===== config.mk =====
export PLATFORM = sky130hd
export DESIGN_NAME = rank_time_priority_queue
export DESIGN_NICKNAME = d
export VERILOG_FILES = /design/src/design/rtpq_pkg.sv /design/src/design/rtpq_cell.sv /design/src/design/rank_time_priority_queue.sv
export SDC_FILE = /design/constraint.sdc
export NUM_CORES = 2
export LEC_CHECK = 0
export BUFFER_PORTS_ARGS = -buffer_cell sky130_fd_sc_hd__buf_4
export CAP_MARGIN = 20
export CORE_MARGIN = 2
export CORE_UTILIZATION = 50
export DETAILED_ROUTE_END_ITERATION = 12
export PLACE_DENSITY_LB_ADDON = 0.2
export SLEW_MARGIN = 10
export SYNTH_ARGS = -nofsm -noshare
export SYNTH_HDL_FRONTEND = slang
export SYNTH_HIERARCHICAL = 1
export SYNTH_SLANG_ARGS = --single-unit

===== constraint.sdc =====
create_clock -name clk_i -period 12 [get_ports clk_i]
set_input_delay 2.4 -clock clk_i [delete_from_list [all_inputs] [get_ports clk_i]]
set_output_delay 2.4 -clock clk_i [all_outputs]
set_load 0.02 [all_outputs]

===== src/design/rtpq_pkg.sv =====
`default_nettype none

package rtpq_pkg;

  localparam int IdW     = 16;
  localparam int RankW   = 16;
  localparam int TkeyW   = 40;
  localparam int StatusW = 2;
  localparam int CountW  = 5;

  localparam logic OpInsert = 1'b0;
  localparam logic OpRemove = 1'b1;

  localparam logic [StatusW-1:0] StatusDone  = 2'd0;
  localparam logic [StatusW-1:0] StatusFull  = 2'd1;
  localparam logic [StatusW-1:0] StatusEmpty = 2'd2;

  typedef struct packed {
    logic [IdW-1:0]   id;
    logic [RankW-1:0] rank;
    logic [TkeyW-1:0] tkey;
  } entry_t;

  typedef struct packed {
    logic ins;
    logic rem;
  } cell_ctl_t;

endpackage

`default_nettype wire


===== src/design/rtpq_cell.sv =====
`default_nettype none

module rtpq_cell (
  input  wire                 clk_i,
  input  wire                 valid_i,
  input  rtpq_pkg::cell_ctl_t ctl_i,
  input  rtpq_pkg::entry_t    new_entry_i,
  input  rtpq_pkg::entry_t    left_entry_i,
  input  wire                 left_before_i,
  input  rtpq_pkg::entry_t    right_entry_i,
  output rtpq_pkg::entry_t    entry_o,
  output logic                before_o
);

  rtpq_pkg::entry_t entry_q, entry_d;

  // The new request belongs at or ahead of this slot.
  assign before_o = !valid_i
                 || (new_entry_i.rank > entry_q.rank)
                 || ((new_entry_i.rank == entry_q.rank) && (new_entry_i.tkey <= entry_q.tkey));

  always_comb begin
    entry_d = entry_q;
    if (ctl_i.ins) begin
      if (before_o) begin
        entry_d = left_before_i ? left_entry_i : new_entry_i;
      end
    end else if (ctl_i.rem) begin
      entry_d = right_entry_i;
    end
  end

  always_ff @(posedge clk_i) begin
    entry_q <= entry_d;
  end

  assign entry_o = entry_q;

endmodule

`default_nettype wire


===== src/design/rank_time_priority_queue.sv =====
// Channel   Handshake         Payload
// request   start_i / busy_o  operation_i, new_id_i, new_rank_i, new_time_i
// result    done_o strobe     status_o, entry_count_o, front_valid_o, front_id_o, front_rank_o
//
// A request is taken whenever start_i is high, and its result strobes on the next cycle.
// busy_o stays low, so a request may follow in every cycle.
// All slots compare against the new entry at once and shift by one place together.
// Reset clears the entry count and the result strobe; slot contents are not reset.
// The receiver cannot stall; a result is shown for exactly one cycle.
`default_nettype none

module rank_time_priority_queue #(
  parameter int CAPACITY = 16
) (
  input  wire                             clk_i,
  input  wire                             rst_ni,
  input  wire                             start_i,
  output logic                            busy_o,
  input  wire                             operation_i,
  input  wire  [rtpq_pkg::IdW-1:0]        new_id_i,
  input  wire  [rtpq_pkg::RankW-1:0]      new_rank_i,
  input  wire  [rtpq_pkg::TkeyW-1:0]      new_time_i,
  output logic                            done_o,
  output logic [rtpq_pkg::StatusW-1:0]    status_o,
  output logic [rtpq_pkg::CountW-1:0]     entry_count_o,
  output logic                            front_valid_o,
  output logic [rtpq_pkg::IdW-1:0]        front_id_o,
  output logic [rtpq_pkg::RankW-1:0]      front_rank_o
);

  localparam int CW = $clog2(CAPACITY + 1);

  logic                           accept;
  logic                           is_full, is_empty;
  rtpq_pkg::cell_ctl_t            ctl;
  rtpq_pkg::entry_t               new_entry;
  rtpq_pkg::entry_t               entries [CAPACITY];
  logic [CAPACITY-1:0]            ahead;
  logic [CW-1:0]                  count_q, count_d;
  logic                           done_q;
  logic [rtpq_pkg::StatusW-1:0]   status_q, status_d;
  logic [CW+rtpq_pkg::CountW-1:0] count_ext;

  assign busy_o   = 1'b0;
  assign accept   = start_i && !busy_o;
  assign is_full  = (count_q == CW'(CAPACITY));
  assign is_empty = (count_q == '0);

  assign new_entry.id   = new_id_i;
  assign new_entry.rank = new_rank_i;
  assign new_entry.tkey = new_time_i;

  assign ctl.ins = accept && (operation_i == rtpq_pkg::OpInsert) && !is_full;
  assign ctl.rem = accept && (operation_i == rtpq_pkg::OpRemove) && !is_empty;

  for (genvar k = 0; k < CAPACITY; k++) begin : g_slot
    rtpq_pkg::entry_t left_entry, right_entry;
    logic             left_before;

    if (k == 0) begin : g_head
      assign left_entry  = new_entry;
      assign left_before = 1'b0;
    end else begin : g_body
      assign left_entry  = entries[k-1];
      assign left_before = ahead[k-1];
    end

    if (k == CAPACITY - 1) begin : g_tail
      assign right_entry = entries[k];
    end else begin : g_inner
      assign right_entry = entries[k+1];
    end

    rtpq_cell u_cell (
      .clk_i         (clk_i),
      .valid_i       (CW'(k) < count_q),
      .ctl_i         (ctl),
      .new_entry_i   (new_entry),
      .left_entry_i  (left_entry),
      .left_before_i (left_before),
      .right_entry_i (right_entry),
      .entry_o       (entries[k]),
      .before_o      (ahead[k])
    );
  end

  always_comb begin
    count_d  = count_q;
    status_d = rtpq_pkg::StatusDone;
    if (operation_i == rtpq_pkg::OpRemove) begin
      if (is_empty) begin
        status_d = rtpq_pkg::StatusEmpty;
      end else begin
        count_d = count_q - CW'(1);
      end
    end else begin
      if (is_full) begin
        status_d = rtpq_pkg::StatusFull;
      end else begin
        count_d = count_q + CW'(1);
      end
    end
  end

  always_ff @(posedge clk_i or negedge rst_ni) begin
    if (!rst_ni) begin
      count_q <= '0;
      done_q  <= 1'b0;
    end else begin
      done_q <= accept;
      if (accept) begin
        count_q <= count_d;
      end
    end
  end

  always_ff @(posedge clk_i) begin
    if (accept) begin
      status_q <= status_d;
    end
  end

  assign count_ext     = {{rtpq_pkg::CountW{1'b0}}, count_q};
  assign done_o        = done_q;
  assign status_o      = status_q;
  assign entry_count_o = count_ext[rtpq_pkg::CountW-1:0];
  assign front_valid_o = !is_empty;
  assign front_id_o    = is_empty ? '0 : entries[0].id;
  assign front_rank_o  = is_empty ? '0 : entries[0].rank;

endmodule

`default_nettype wire


* Yosys cells after proc, flatten, opt, wreduce, memory -nomap -nowiden
Cells that the tools add are included.
Word-level totals: output and inout bits 42, word-level logic and storage cells 293, register bits after elaboration 1160, bits of input ports 76
Operators by class: $add $sub $neg 2, muxes and demuxes 68, order comparisons 48, bitwise gates (word level) 1, reductions and logical operators 89, equal/unequal tests 34
Operator list (count):
- 72-bit two-way mux | 60
- 40-bit <= comparator | 16
- 16-bit equality test | 16
- 16-bit greater-than comparator | 16
- 4-bit by 5-bit less-than comparator with 1-bit output, first input constant | 8
- 1-bit logical OR | 32
- 16-bit two-way mux | 2
- 2-bit AND reduction | 16
- 2-bit by 1-bit != test with 1-bit output, second input constant | 15
- 1-bit logical AND | 20
- 3-bit by 5-bit less-than comparator with 1-bit output, first input constant | 4
- 1-bit logical NOT | 18
- 5-bit two-way mux | 3
- 1-bit by 5-bit less-than comparator with 1-bit output, first input constant | 2
- 2-bit by 5-bit less-than comparator with 1-bit output, first input constant | 2
- 5-bit by 1-bit adder with 5-bit output, second input constant | 1
- 5-bit equality test, second input constant | 1
- 5-bit logical NOT | 1
- 5-bit by 1-bit subtractor with 5-bit output, second input constant | 1
- 2-bit two-way mux | 2
- 2-bit != test, second input constant | 2
- 3-bit AND reduction | 1
- 2-bit nonzero test | 1
- 1-bit two-way mux | 1
- 1-bit NOT | 1

* Logic depth before layout (Yosys ltp)
word-level depth 7, gate-level depth with buffers 12, depth with buffers taken out 10

* Modules after synthesis
Netlist, hierarchy kept.
By module, submodules not included:
- rtpq_cell | instances 16, area each 5032.3 um2, cells each 511, sequential area each 2162.1 um2
- rank_time_priority_queue | instances 1, area each 865.8 um2, cells each 109, sequential area each 210.2 um2

* Worst setup path after synthesis
OpenSTA, ideal clock, no wires.
path kind input-to-reg, start point in operation_i, end point reg g_slot[0].u_cell.entry_q (netlist bit g_slot[0].u_cell/entry_o[0]), enable pin, path buffers 2, cell stages on the path 5, path slack 3.241 ns, arrival time 8.214 ns, library setup time 0.545 ns, path through buf_4 > a211oi_1 > clkbuf_1 > nor2_1 > a31oi_1
RTL lines:
- start, declared | line rank_time_priority_queue.sv:19 | input wire operation_i,
- end signal, assigned | line rtpq_cell.sv:34 | entry_q <= entry_d;
- end, declared | line rtpq_cell.sv:15 | rtpq_pkg::entry_t entry_q, entry_d;

==> impl_metrics.py <==
metrics = {
    "run_status": {
        "status": "finished, final reports clean",
    },
    "routing": {
        "vias": 61800,
        "wl_per_cell_um": 21.9,
        "viasPerCell": 5.87,
        "drt-initial-drc-count": 6034,
        "postRouteAntennaNets": 0,
        "post-route-drc-count": 0,
        "wl_um": 230000,
        "drtPass1Iterations": 6,
    },
    "global_routing": {
        "grt_pass1_wl_um": 355000,
        "grt_max_degree": 241,
        "globalRouteOverflowTotal": 0,
        "antenna_found_initial": 16,
        "first_global_vias": 60200,
        "track_usage_pct": 27.2,
    },
    "setup_path": {
        "rrSetupSlack_ps": 6110,
        "crit_type": "input pin to flip-flop",
        "path_max_fanout": 39,
        "crit_required_ps": 12500,
        "worst_ep_arrival_time_ps": 7170,
        "cp-end-kind": "flip-flop",
        "startpoint_type": "input pin",
    },
    "timing": {
        "fin_crit_sh_pct": 55.6,
        "rsz0062_at_grt": "no",
        "finalHoldViolations": 0,
        "finClkSkew_ps": 22.2,
        "fin_crit_ps": 6670,
        "clock.fmax_mhz": 150,
        "finalMaxSlewViolations": 0,
        "relSlewSlack_pct": 11.9,
        "setup_viol_count_final": 0,
        "worst_pin_slew_ps": 1310,
        "setup_tns_ps": 0,
        "worst_hold_slack_ps": 597,
    },
    "floorplanning": {
        "fp.dieW_um": 407,
        "floorplan.initialDensity_pct": 50.2,
        "coreArea_sq_um": 162000,
        "die_area_sq_um": 166000,
        "die_h_um": 407,
        "pin_count": 118,
        "num_rows": 148,
    },
    "clocking": {
        "ctsRootBufferMaster": "clkbuf_16",
        "htree_levels": 4,
        "cts.clk_slew.worst_paths_ps": 60,
        "cts_setup_buffers": 0,
        "cts.repair.resized": 0,
        "cts_buffer_depth": 3,
        "cts_tree": "done",
        "tritoncts.num_buffers": 140,
        "clk_latency_ps": 800,
        "hold_buffers": 0,
        "clkSinkCount": 1160,
    },
    "layout": {
        "areaGrowthSynthToFinish_pct": 9.50,
        "instances_no_fill": 10500,
        "drive_gt1_share_pct": 5.66,
        "fill_cells": 14400,
        "num-nets-final": 9220,
    },
    "power_and_ir_drop": {
        "ir_drop_mv": 0.171,
        "power.density_nw_per_um2": 198,
        "p_leak_nw": 41.5,
        "finalPower_mw": 17.6,
    },
    "placed_design": {
        "dpl.hpwl_um": 165000,
        "port_buffers": 116,
        "gp_congestion": 0.919,
        "dp.cells": 10300,
    },
    "yosys": {
        "netlist_area_sq_um": 81400,
        "avgSynthCellArea_sq_um": 9.82,
        "ys.warnings.count": 6,
        "syn_inst": 8284,
    },
    "run": {
        "cap_violations": 0,
    },
    "hold_path": {
        "hold_class": "flip-flop to flip-flop",
    },
}
## area by class of cell
type	instances	area, sq um	area share, %
clock buffer	175	3660	4.10
multi-input combinational	5813	42000	47.2
clock inverter	78	717	0.805
inverter	918	3450	3.87
sequential	1160	34800	39.1
antenna	5	12.5	0.0140
timing repair buffer	211	1740	1.95
tap	2175	2720	3.05
## registers in the layout (all words and copies together) (netlist names)
name and count:
entry_count_o 5, status_o 2, done_o 1, g_slot.u_cell/entry_o 1152
## layer usage
layer / track usage (%) / vias to the layer above / part of all wire, %
met5: 0 / - / 0.021
met4: 7.18 / 8 / 2.4
met3: 4.44 / 323 / 7.5
met2: 42.5 / 1959 / 45
met1: 39.0 / 29500 / 45
li1: - / 30000 / -
## per-stage QoR
step,utilization [%],area [sq um],setup WS [ps]
2_1_floorplan,-,81400,3240
3_3_place_gp,52.1,84600,4790
3_5_place_dp,52.1,84600,4780
4_1_cts,54.8,88900,5620
5_1_grt,54.9,89100,5450
6_report,54.9,89100,5330
## worst max-delay path: stages
cell      delay [ps]
buf_4            230
ha_1             380
nand4_1          270
nor4_2          1120
nand4b_1         310
o31ai_1          350
a21boi_2         150
nand2_4          720
buf_4            730
mux2i_1          300
a21oi_1          110
## power breakdown
| group | switching, mW | internal (mW) |
|---|---|---|
| Combinational | 4.22 | 2.72 |
| Clock | 1.78 | 2.38 |
| Sequential | 0.721 | 5.79 |
## cells in the final DEF (no fill, tap or decap), types with 18 or more instances in the layout
| master | count |
|---|---|
| nor2b_1 | 32 |
| nor2_1 | 1220 |
| clkbuf_1 | 34 |
| nand3_1 | 65 |
| a21oi_1 | 1476 |
| nand2_1 | 169 |
| nor4_1 | 22 |
| ha_1 | 900 |
| nand4_1 | 192 |
| mux2i_1 | 1154 |
| and2_1 | 32 |
| clkbuf_16 | 141 |
| clkinv_1 | 34 |
| edfxtp_1 | 1154 |
| and4_1 | 48 |
| buf_4 | 200 |
| o21ai_0 | 83 |
| a21o_1 | 82 |
| inv_1 | 918 |
| clkinv_2 | 20 |
| a221oi_1 | 32 |
| a221o_1 | 32 |
| o211ai_1 | 32 |
| nand4b_1 | 18 |
## path summary, 6_finish.rpt
kind,start,end,cells after the start
setup / recovery,new_time_i[33],g_slot[14].u_cell/entry_o[52]$_DFFE_PP_,11
hold / removal,g_slot[14].u_cell/entry_o[60]$_DFFE_PP_,g_slot[13].u_cell/entry_o[60]$_DFFE_PP_,2
setup reg to reg,entry_count_o[1]$_DFFE_PN0P_,g_slot[7].u_cell/entry_o[56]$_DFFE_PP_,9
hold reg to reg,g_slot[14].u_cell/entry_o[60]$_DFFE_PP_,g_slot[13].u_cell/entry_o[60]$_DFFE_PP_,2
max in group asynchronous,rst_ni,entry_count_o[2]$_DFFE_PN0P_,1
min in group asynchronous,rst_ni,entry_count_o[1]$_DFFE_PN0P_,1
No activity file was read; power rests on OpenSTA's default activity.
